`src/hw/rtl/cookie_value_quote_encoder_defines.svh`:
```
// ----------------------------------------------------------------------------
// Cookie value quote encoder: assertion macros
// Shared concurrent assertion forms, clocked on clk and disabled in reset.
// ----------------------------------------------------------------------------
`ifndef COOKIE_VALUE_QUOTE_ENCODER_DEFINES_SVH
`define COOKIE_VALUE_QUOTE_ENCODER_DEFINES_SVH

// The consequent must hold in the same cycle as the antecedent.
`define CKQ_ASSERT_SAME(label, ante, cons) \
    label: assert property (@(posedge clk) disable iff (!rst_n) (ante) |-> (cons)) \
        else $error("cookie encoder: same-cycle check failed");

// The consequent must hold in the cycle after the antecedent.
`define CKQ_ASSERT_NEXT(label, ante, cons) \
    label: assert property (@(posedge clk) disable iff (!rst_n) (ante) |=> (cons)) \
        else $error("cookie encoder: next-cycle check failed");

`endif

```
`src/hw/rtl/ckq_pkg.sv`:
```
// ----------------------------------------------------------------------------
// Cookie value quote encoder package
// Sizes, character codes, phase codes and the byte classification functions.
// ----------------------------------------------------------------------------
`timescale 1ns / 1ps

package ckq_pkg;

    localparam int MAX_LEN = 256;
    localparam int LEN_W   = $clog2(MAX_LEN + 1);
    localparam int ADDR_W  = $clog2(MAX_LEN);

    localparam logic OP_APPEND = 1'b0;
    localparam logic OP_FETCH  = 1'b1;

    localparam logic [1:0] PH_OPEN  = 2'd0;
    localparam logic [1:0] PH_BODY  = 2'd1;
    localparam logic [1:0] PH_CLOSE = 2'd2;
    localparam logic [1:0] PH_DONE  = 2'd3;

    localparam logic [1:0] ESC_NONE = 2'd0;
    localparam logic [1:0] ESC_LAST = 2'd3;

    localparam logic [7:0] CH_QUOTE     = 8'h22;
    localparam logic [7:0] CH_BACKSLASH = 8'h5C;
    localparam logic [7:0] CH_ZERO      = 8'h30;
    localparam logic [7:0] CH_COMMA     = 8'h2C;
    localparam logic [7:0] CH_SEMICOLON = 8'h3B;

    typedef struct packed {
        logic [LEN_W-1:0] length;
        logic             quote;
        logic             complete;
        logic [LEN_W-1:0] rd_idx;
        logic [1:0]       phase;
        logic [1:0]       esc;
    } ckq_ctx_t;

    typedef struct packed {
        logic [7:0] data;
        logic       last;
        logic       valid;
    } ckq_res_t;

    // Token bytes: printable ASCII other than the separator characters.
    function automatic logic is_token_byte(input logic [7:0] c);
        logic ok;
        if (c < 8'h21 || c > 8'h7E) begin
            ok = 1'b0;
        end else if (c inside {8'h22, 8'h28, 8'h29, 8'h2C, 8'h2F, 8'h3A, 8'h3B,
                               8'h3C, 8'h3D, 8'h3E, 8'h3F, 8'h40, 8'h5B, 8'h5C,
                               8'h5D, 8'h7B, 8'h7D}) begin
            ok = 1'b0;
        end else begin
            ok = 1'b1;
        end
        return ok;
    endfunction

    function automatic logic needs_octal(input logic [7:0] c);
        return (c < 8'h20) || (c == CH_COMMA) || (c == CH_SEMICOLON) || (c >= 8'h7F);
    endfunction

endpackage

```
`src/hw/rtl/ckq_ram.sv`:
```
// ----------------------------------------------------------------------------
// Generic simple dual-port RAM
// One write port and one read port with a registered read.
// ----------------------------------------------------------------------------
`timescale 1ns / 1ps

module ckq_ram #(
    parameter int WIDTH = 8,
    parameter int DEPTH = 256
) (
    input  logic                     clk,
    input  logic                     we,
    input  logic [$clog2(DEPTH)-1:0] waddr,
    input  logic [WIDTH-1:0]         wdata,
    input  logic [$clog2(DEPTH)-1:0] raddr,
    output logic [WIDTH-1:0]         rdata
);

    logic [WIDTH-1:0] mem [DEPTH];

    always_ff @(posedge clk)
    begin
        if (we)
        begin
            mem[waddr] <= wdata;
        end
        rdata <= mem[raddr];
    end

endmodule

```
`src/hw/rtl/ckq_step.sv`:
```
// ----------------------------------------------------------------------------
// Cookie value encoder step
// Produces at most one encoded output byte from the fetch context and the
// stored byte at the read index, and gives the context after that byte.
// ----------------------------------------------------------------------------
`timescale 1ns / 1ps

module ckq_step (
    input  ckq_pkg::ckq_ctx_t ctx,
    input  logic [7:0]        text,
    output ckq_pkg::ckq_ctx_t ctx_next,
    output ckq_pkg::ckq_res_t res
);
    import ckq_pkg::*;

    logic [LEN_W-1:0] idx_inc;

    assign idx_inc = ctx.rd_idx + LEN_W'(1);

    always_comb
    begin
        ckq_ctx_t nx;
        ckq_res_t r;
        logic     advance;
        logic [2:0] digit;

        nx      = ctx;
        r       = '0;
        advance = 1'b0;
        digit   = 3'd0;

        if (ctx.complete)
        begin
            if (nx.phase == PH_OPEN)
            begin
                if (ctx.length == '0)
                begin
                    nx.phase = PH_DONE;
                end
                else if (ctx.quote)
                begin
                    r.data   = CH_QUOTE;
                    r.valid  = 1'b1;
                    nx.phase = PH_BODY;
                end
                else
                begin
                    nx.phase = PH_BODY;
                end
            end

            if (!r.valid && nx.phase == PH_BODY && ctx.rd_idx < ctx.length)
            begin
                r.valid = 1'b1;
                if (!ctx.quote)
                begin
                    r.data  = text;
                    advance = 1'b1;
                end
                else if (text == CH_QUOTE || text == CH_BACKSLASH)
                begin
                    if (ctx.esc == ESC_NONE)
                    begin
                        r.data = CH_BACKSLASH;
                        nx.esc = 2'd1;
                    end
                    else
                    begin
                        r.data  = text;
                        advance = 1'b1;
                    end
                end
                else if (needs_octal(text))
                begin
                    case (ctx.esc)
                        2'd1:    digit = text[7:6] == 2'b00 ? 3'd0 : {1'b0, text[7:6]};
                        2'd2:    digit = text[5:3];
                        default: digit = text[2:0];
                    endcase
                    if (ctx.esc == ESC_NONE)
                    begin
                        r.data = CH_BACKSLASH;
                    end
                    else
                    begin
                        r.data = CH_ZERO | {5'd0, digit};
                    end
                    if (ctx.esc == ESC_LAST)
                    begin
                        advance = 1'b1;
                    end
                    else
                    begin
                        nx.esc = ctx.esc + 2'd1;
                    end
                end
                else
                begin
                    r.data  = text;
                    advance = 1'b1;
                end

                if (advance)
                begin
                    nx.esc    = ESC_NONE;
                    nx.rd_idx = idx_inc;
                    if (idx_inc >= ctx.length)
                    begin
                        nx.phase = ctx.quote ? PH_CLOSE : PH_DONE;
                        // An unquoted value ends on its own last byte.
                        r.last   = !ctx.quote;
                    end
                end
            end
            else if (!r.valid && nx.phase == PH_CLOSE)
            begin
                r.data   = CH_QUOTE;
                r.valid  = 1'b1;
                r.last   = 1'b1;
                nx.phase = PH_DONE;
            end
        end

        ctx_next = nx;
        res      = r;
    end

endmodule

```
`src/hw/rtl/cookie_value_quote_encoder.sv`:
```
// ----------------------------------------------------------------------------
// Cookie value quote encoder
// Stores a cookie value in a byte RAM and returns its encoding, quoted
// when needed, one byte per fetch transaction.
// ----------------------------------------------------------------------------
// Append transactions: the byte is written to the RAM at the accept edge
// unless the value is full, and busy stays low.
// Fetch transactions: the RAM read is registered, then the result is
// registered; strobe is high in the first cycle in which busy is low again.
// Reset clears all control state; the value RAM is not cleared and needs none.
// The receiver cannot stall: each result is shown for exactly one cycle.
// ----------------------------------------------------------------------------
`timescale 1ns / 1ps
`include "cookie_value_quote_encoder_defines.svh"

module cookie_value_quote_encoder (
    input  logic       clk,
    input  logic       rst_n,
    input  logic       start,
    output logic       busy,
    input  logic       opcode,
    input  logic [7:0] data_byte,
    input  logic       last_byte,
    output logic       strobe,
    output logic [7:0] out_byte,
    output logic       out_last,
    output logic       out_valid,
    output logic       overflow
);
    import ckq_pkg::*;

    localparam logic S_IDLE  = 1'b0;
    localparam logic S_FETCH = 1'b1;

    logic              state_reg, state_next;
    ckq_ctx_t          ctx_reg, ctx_next;
    logic              ovf_reg, ovf_next;
    logic              strobe_reg, strobe_next;
    logic [7:0]        out_byte_reg;
    logic              out_last_reg;
    logic              out_valid_reg;
    logic              overflow_reg;

    logic              accept;
    logic              ram_we;
    logic [ADDR_W-1:0] ram_waddr;
    logic [7:0]        ram_rdata;
    ckq_ctx_t          app_base;
    ckq_ctx_t          step_ctx;
    ckq_res_t          step_res;

    assign accept = start && (state_reg == S_IDLE);
    assign busy   = (state_reg == S_FETCH);

    // A finished value is discarded by the first append that follows it.
    always_comb
    begin
        app_base = ctx_reg;
        if (ctx_reg.complete)
        begin
            app_base = '0;
            app_base.phase = PH_OPEN;
            app_base.esc   = ESC_NONE;
        end
    end

    assign ram_waddr = app_base.length[ADDR_W-1:0];

    ckq_ram #(
        .WIDTH (8),
        .DEPTH (MAX_LEN)
    ) u_text_ram (
        .clk   (clk),
        .we    (ram_we),
        .waddr (ram_waddr),
        .wdata (data_byte),
        .raddr (ctx_reg.rd_idx[ADDR_W-1:0]),
        .rdata (ram_rdata)
    );

    ckq_step u_step (
        .ctx      (ctx_reg),
        .text     (ram_rdata),
        .ctx_next (step_ctx),
        .res      (step_res)
    );

    always_comb
    begin
        state_next  = state_reg;
        ctx_next    = ctx_reg;
        ovf_next    = ovf_reg;
        strobe_next = 1'b0;
        ram_we      = 1'b0;

        case (state_reg)
            S_IDLE:
            begin
                if (accept && opcode == OP_APPEND)
                begin
                    ctx_next = app_base;
                    ovf_next = ctx_reg.complete ? 1'b0 : ovf_reg;
                    if (app_base.length < LEN_W'(MAX_LEN))
                    begin
                        ram_we          = 1'b1;
                        ctx_next.length = app_base.length + LEN_W'(1);
                    end
                    else
                    begin
                        ovf_next = 1'b1;
                    end
                    if (!is_token_byte(data_byte))
                    begin
                        ctx_next.quote = 1'b1;
                    end
                    if (last_byte)
                    begin
                        ctx_next.complete = 1'b1;
                    end
                end
                else if (accept)
                begin
                    state_next = S_FETCH;
                end
            end
            S_FETCH:
            begin
                ctx_next    = step_ctx;
                strobe_next = 1'b1;
                state_next  = S_IDLE;
            end
            default:
            begin
                state_next = S_IDLE;
            end
        endcase
    end

    // An all-zero context is the opening-quote phase with no escape pending.
    always_ff @(posedge clk or negedge rst_n)
    begin
        if (!rst_n)
        begin
            state_reg        <= S_IDLE;
            ctx_reg          <= '0;
            ovf_reg          <= 1'b0;
            strobe_reg       <= 1'b0;
        end
        else
        begin
            state_reg  <= state_next;
            ctx_reg    <= ctx_next;
            ovf_reg    <= ovf_next;
            strobe_reg <= strobe_next;
        end
    end

    always_ff @(posedge clk)
    begin
        if (state_reg == S_FETCH)
        begin
            out_byte_reg  <= step_res.data;
            out_last_reg  <= step_res.last;
            out_valid_reg <= step_res.valid;
            overflow_reg  <= ovf_reg;
        end
    end

    assign strobe    = strobe_reg;
    assign out_byte  = out_byte_reg;
    assign out_last  = out_last_reg;
    assign out_valid = out_valid_reg;
    assign overflow  = overflow_reg;

    `CKQ_ASSERT_NEXT(a_strobe_after_fetch, state_reg == S_FETCH, strobe_reg)
    `CKQ_ASSERT_SAME(a_len_bound, 1'b1, ctx_reg.length <= LEN_W'(MAX_LEN))
    `CKQ_ASSERT_SAME(a_idx_bound, 1'b1, ctx_reg.rd_idx <= ctx_reg.length)
    `CKQ_ASSERT_SAME(a_esc_in_body, ctx_reg.esc != ESC_NONE,
                     ctx_reg.phase == PH_BODY && ctx_reg.quote)
    `CKQ_ASSERT_SAME(a_last_is_valid, strobe_reg && out_last_reg, out_valid_reg)

endmodule
```
`config.mk`:
```
export PLATFORM = sky130hd
export DESIGN_NAME = cookie_value_quote_encoder
export DESIGN_NICKNAME = d
export VERILOG_FILES = /design/src/hw/rtl/ckq_pkg.sv /design/src/hw/rtl/ckq_ram.sv /design/src/hw/rtl/ckq_step.sv /design/src/hw/rtl/cookie_value_quote_encoder.sv
export VERILOG_INCLUDE_DIRS = /design/src /design/src/hw/rtl
export SDC_FILE = /design/constraint.sdc
export NUM_CORES = 2
export LEC_CHECK = 0
export BUFFER_PORTS_ARGS = -buffer_cell sky130_fd_sc_hd__buf_2
export CAP_MARGIN = 40
export CORE_ASPECT_RATIO = 0.7
export CORE_MARGIN = 2
export CORE_UTILIZATION = 60
export DETAILED_ROUTE_END_ITERATION = 16
export PLACE_DENSITY = 0.85
export SLEW_MARGIN = 20
export SYNTH_ARGS = -nofsm -noshare
export SYNTH_HDL_FRONTEND = slang
export SYNTH_SLANG_ARGS = --single-unit
```
`constraint.sdc`:
```
create_clock -name clk -period 3.8 [get_ports clk]
set_input_delay 1.14 -clock clk [delete_from_list [all_inputs] [get_ports clk]]
set_output_delay 1.14 -clock clk [all_outputs]
set_load 0.03 [all_outputs]
```
# Word-level counts from Yosys, hierarchy flattened
# Memories as Yosys holds them, arrays and structs flattened. A register that Yosys moved wholly into a read port is not among the register bits.
# Index checks and enable logic that the tools add are counted.
# W data, S select, Z words.
[word_totals] out_inout_bits=13 ram_bits=2048 elab_cells=148 ff_bits=38 memories=1
[classes] n_eq_ne=37 n_addsub=3 n_bitwise=2 magnitude_cmp=7 mux=62 n_reduce_logical=23
[memory_table] name="u_text_ram.mem" words=256 width=8 read_ports=1 rd_clocked_by_memory_dff=1 wr=1 line="ckq_ram.sv:19" text="logic [WIDTH-1:0] mem [DEPTH];"
[op_table] operator="$eq A8 B6 Y1 const B" count=14
[op_table] operator="$eq A8 B7 Y1 const B" count=7
[op_table] operator="$mux W24" count=2
[op_table] operator="$mux W8" count=6
[op_table] operator="$pmux W24 S2" count=1
[op_table] operator="$mux W1" count=30
[op_table] operator="$mux W13" count=2
[op_table] operator="$mux W2" count=13
[op_table] operator="$mux W10" count=2
[op_table] operator="$add A9 B1 Y9 const B" count=2
[op_table] operator="$mux W9" count=2
[op_table] operator="$reduce_bool A17 Y1" count=1
[op_table] operator="$lt A8 B6 Y1 const B" count=2
[op_table] operator="$ge A9 B9 Y1" count=1
[op_table] operator="$logic_not A9 Y1" count=1
[op_table] operator="$lt A9 B9 Y1" count=1
[op_table] operator="$lt A9 B9 Y1 const B" count=1
[op_table] operator="$reduce_and A3 Y1" count=3
[op_table] operator="$ge A8 B7 Y1 const B" count=1
[op_table] operator="$gt A8 B7 Y1 const B" count=1
[op_table] operator="$ne A2 B1 Y1 const B" count=4
[op_table] operator="$reduce_and A8 Y1" count=1
[op_table] operator="$mux W7" count=1
[op_table] operator="$eq A2 B2 Y1 const B" count=3
[op_table] operator="18 further kinds" count=32

# Depth between registers and ports, before layout
[logic_depth] word_depth=13 mapped_depth=15 ltp_nobuf=11

# Cells and area by module
# Synthesis repeated with hierarchy kept, for this count alone.
[unflattened] hier_cells=4078 hier_area_um2=82641.8
[by_module_without_submodules] mod="ckq_ram" n_inst=1 seq_area_each_um2=61659.1 area_per_inst_um2=79556.3 cells_per_inst=3733
[by_module_without_submodules] mod="cookie_value_quote_encoder" n_inst=1 seq_area_each_um2=1006.0 area_per_inst_um2=1759.2 cells_per_inst=162
[by_module_without_submodules] mod="ckq_step" n_inst=1 seq_area_each_um2=0.0 area_per_inst_um2=1326.3 cells_per_inst=183

# Worst setup path after synthesis
# No wires, ideal clock.
[synth_timing] path_type="input to register" start="input port opcode" end="memory u_text_ram.mem[103][0] (enable)" t_arrival_ns=2.885 path_stages=7 setup_time_ns=0.370 required_ns=3.430 slack_ns=0.545 path_cell_list="or3b_2 buf_2 nor3_2 and3_1 nand2_1 clkbuf_1 nor2_1"
[synth_between] elab_chain_cells=6
[synth_lines] element="start, declared" line="cookie_value_quote_encoder.sv:21" text="input logic opcode,"
[synth_lines] element="$not A1 Y1" line="cookie_value_quote_encoder.sv:99" text="if (accept && opcode == OP_APPEND)"
[synth_lines] element="$logic_and A1 B1 Y1" line="cookie_value_quote_encoder.sv:99"
[synth_lines] element="$mux W1" line="cookie_value_quote_encoder.sv:99"
[synth_lines] element="$mux W1" line="cookie_value_quote_encoder.sv:96" text="case (state_reg)"
[synth_lines] element="$mux W1" line="ckq_ram.sv:23" text="if (we)"
[synth_lines] element="$mux W1 (implied by the code)" line="ckq_ram.sv:25" text="mem[waddr] <= wdata;"
[synth_lines] element="end, declared" line="ckq_ram.sv:19"
# No other way between the ends.

==> impl_metrics.py <==
metrics = {
    "floorplan": {
        "die_area_mm2": 0.1405,
        "rows": 113,
        "fp.dieH_um": 314.2,
        "die_x_um": 447.2,
        "io_pins": 26,
        "initial_utilization_pct": 60.66,
        "coreArea_mm2": 0.1360,
    },
    "clock_network": {
        "cts_buffers": 179,
        "cts.sinks": 2094,
        "path_clk_slew_ns": 0.07,
        "clk_latency_ns": 0.84,
        "cts_buffer_depth": 3,
        "clockRootBuffer": "clkbuf_16",
        "cts_tree": "done",
        "cts_setup_buffers": 0,
        "cts_max_level": 4,
        "cts_resized": 0,
        "hold_buffers": 0,
    },
    "synth": {
        "synth_top_area_share_pct": 74.94,
        "syn_nets": 4182,
        "ys_seq_elements": 2094,
        "syn_area_mm2": 0.08250,
        "yosys_most_used_dff": "edfxtp_1",
        "yosysSeqAreaShare_pct": 75.96,
        "synth_edf_count": 2059,
        "ys_types": 87,
        "netlist_top_cells_area": "edfxtp_1 75%, mux4_2 10%, mux2i_1 3.2%, nor2_1 1.5%, a22oi_1 1.4%",
        "avgSynthCellArea_um2": 19.92,
        "yosys_warnings": 0,
        "synth_largest_area_cell": "edfxtp_1",
        "syn_inst": 4142,
        "synth-async-reset-ratio_pct": 1.289,
    },
    "cells_and_area": {
        "drive_above_1_share_pct": 25.32,
        "largest_register_ffs": 2048,
        "area_delta_synth_final_pct": 13.64,
        "nets": 4642,
    },
    "timing": {
        "hold_viol": 0,
        "min_period_ns": 3.685,
        "maxSlewHeadroom_pct": 37.72,
        "post-route-period-util_pct": 96.96,
        "setup_viol": 0,
        "layout_setup_ws_ns": 0.1154,
        "worstMarginPinSlew_ns": 0.9271,
        "worst_hold_slack_ns": 0.1090,
        "max_freq_ghz": 0.2714,
        "rsz0062_at_grt": "false",
        "fin_skew_ns": 0.04819,
        "tns_ns": 0,
        "slew_violations": 0,
    },
    "setup_path": {
        "crit_fanout": 21,
        "path_class": "reg -> reg",
        "crit_required_ns": 4.46,
        "slowest_delay_ns": 0.69,
        "cp_common_cell": "buf_4",
        "cp-end-kind": "register",
        "cp_num_buf_inv": 4,
        "path_delay_family": "compound AO/OA/AOI/OAI gates",
        "start_kind": "register",
        "arrival_ns": 4.35,
        "crit_chain": "buf_12 -> buf_4 -> buf_4 -> mux4_2 -> a22oi_1 -> o211ai_1 -> a211oi_1 -> buf_4 -> nor4_1",
        "cpMaxStageDelayCell": "dfrtp_4",
    },
    "routing": {
        "drt_iter0_drc": 8975,
        "drc": 0,
        "wirelength_um": 235400,
        "first_pass_iters": 9,
        "final_antenna_net_count": 0,
        "viasPerCell": 7.171,
        "vias": 47320,
        "wire_per_inst_um": 35.67,
    },
    "grt": {
        "grt_pass1_vias": 46300,
        "grt_pass1_wl_um": 334900,
        "grt_use_total_pct": 33.81,
        "overflow": 0,
        "grt_max_degree": 145,
        "grt_antenna_before_repair": 13,
    },
    "worst_hold_path": {
        "hold_path_class": "in -> async",
    },
    "power": {
        "fin_total_pwr_uw": 54440,
        "vdd_ir_drop_max_v": 0.0003956,
        "power_leakage_uw": 0.02943,
        "power_density_mw_per_mm2": 580.7,
    },
    "status": {
        "status": "completed",
    },
    "place": {
        "gp_congestion": 1.018,
        "pre_cts_ws_ns": 0.2648,
        "dpl.hpwl_um": 145300,
        "port-buffer-count": 25,
    },
    "flow_run": {
        "drv_cap": 0,
    },
}
-- cell families after synthesis --
| group | synth area share [%] |
|---|---|
| mux | 14.44 |
| fa+ha+maj | 0.4095 |
| compound gates | 3.857 |
| simple gates | 3.447 |
| xor+xnor | 0.08492 |
| buf+inv | 1.805 |
| flops | 75.96 |
-- placed cells by master, fill, tap and decap left out, types with 36 or more instances in the layout --
| cell type | n |
|---|---|
| a21oi_1 | 70 |
| a22oi_1 | 154 |
| buf_12 | 36 |
| buf_4 | 451 |
| clkbuf_16 | 183 |
| clkinv_1 | 47 |
| edfxtp_1 | 2059 |
| mux2i_1 | 262 |
| mux4_2 | 383 |
| nand2_1 | 85 |
| nand3_1 | 61 |
| nor2_1 | 322 |
| o211ai_1 | 53 |
| o21ai_0 | 52 |
-- report_power, final --
part           internal [uW]  total, uW  switching [uW]
sequential             25500      25900             349
clock                  10300      18700            8470
combinational           4040       9850            5810
total                  39800      54400           14600
-- per-stage QoR --
| stage | utilization [%] | instance area, um^2 | instances |
|---|---|---|---|
| after floorplan | - | 82500 | 4142 |
| after global placement | 64.50 | 87720 | 6250 |
| after detailed placement | 64.53 | 87780 | 6254 |
| after CTS | 68.85 | 93650 | 6584 |
| after global routing | 68.91 | 93730 | 6591 |
| final | 68.93 | 93750 | 6599 |
-- path summary, 6_finish.rpt --
check	endpoint	slack [ns]	cells past startpoint	start
max reg2reg	u_text_ram.rdata[0]$_DFF_P_	0.12	9	ctx_reg[4]$_DFFE_PN0P_
max in group asynchronous	ctx_reg[5]$_DFFE_PN0P_	3.27	2	rst_n
max	u_text_ram.rdata[0]$_DFF_P_	0.12	9	ctx_reg[4]$_DFFE_PN0P_
min reg2reg	ctx_reg[1]$_DFFE_PN0P_	0.57	1	ctx_reg[1]$_DFFE_PN0P_
min	strobe$_DFF_PN0_	0.11	1	rst_n
min in group clk	ctx_reg[1]$_DFFE_PN0P_	0.57	1	ctx_reg[1]$_DFFE_PN0P_
-- metal layers --
| layer | wire length, um | GRT usage (%) | vias up | share of wire [%] |
|---|---|---|---|---|
| met5 | 186 | 0 | - | 0.079 |
| met4 | 11120 | 13.12 | 20 | 4.7 |
| met3 | 42620 | 15.62 | 864 | 18 |
| met2 | 102300 | 48.27 | 4850 | 43 |
| met1 | 79210 | 45.80 | 23580 | 34 |
| li1 | - | - | 18000 | - |
-- cell type report --
class	instances	area (um^2)
clock inverters	119	1189
diodes	8	20.02
fillers	7936	42260
multi-input cells	1785	18390
clock buffers	211	4684
well taps	1840	2302
flip-flops and latches	2094	62680
repair buffers	520	4402
inverters	22	82.58
-- synthesized netlist by cell type (16+ instances only) --
cell type	number
a22oi_1	154
buf_4	68
clkbuf_1	78
nor3_1	20
o22ai_1	25
mux4_1	21
o211ai_1	53
nor2_1	324
buf_2	65
a21oi_1	70
a221oi_1	18
ha_1	27
a22o_1	18
o21ai_0	52
nand2_1	85
mux2i_1	262
nand4_1	18
nand3_1	61
dfrtp_1	27
mux4_2	383
inv_1	21
buf_6	16
nor4_1	22
edfxtp_1	2059
No activity file was read; power rests on OpenSTA's default activity.
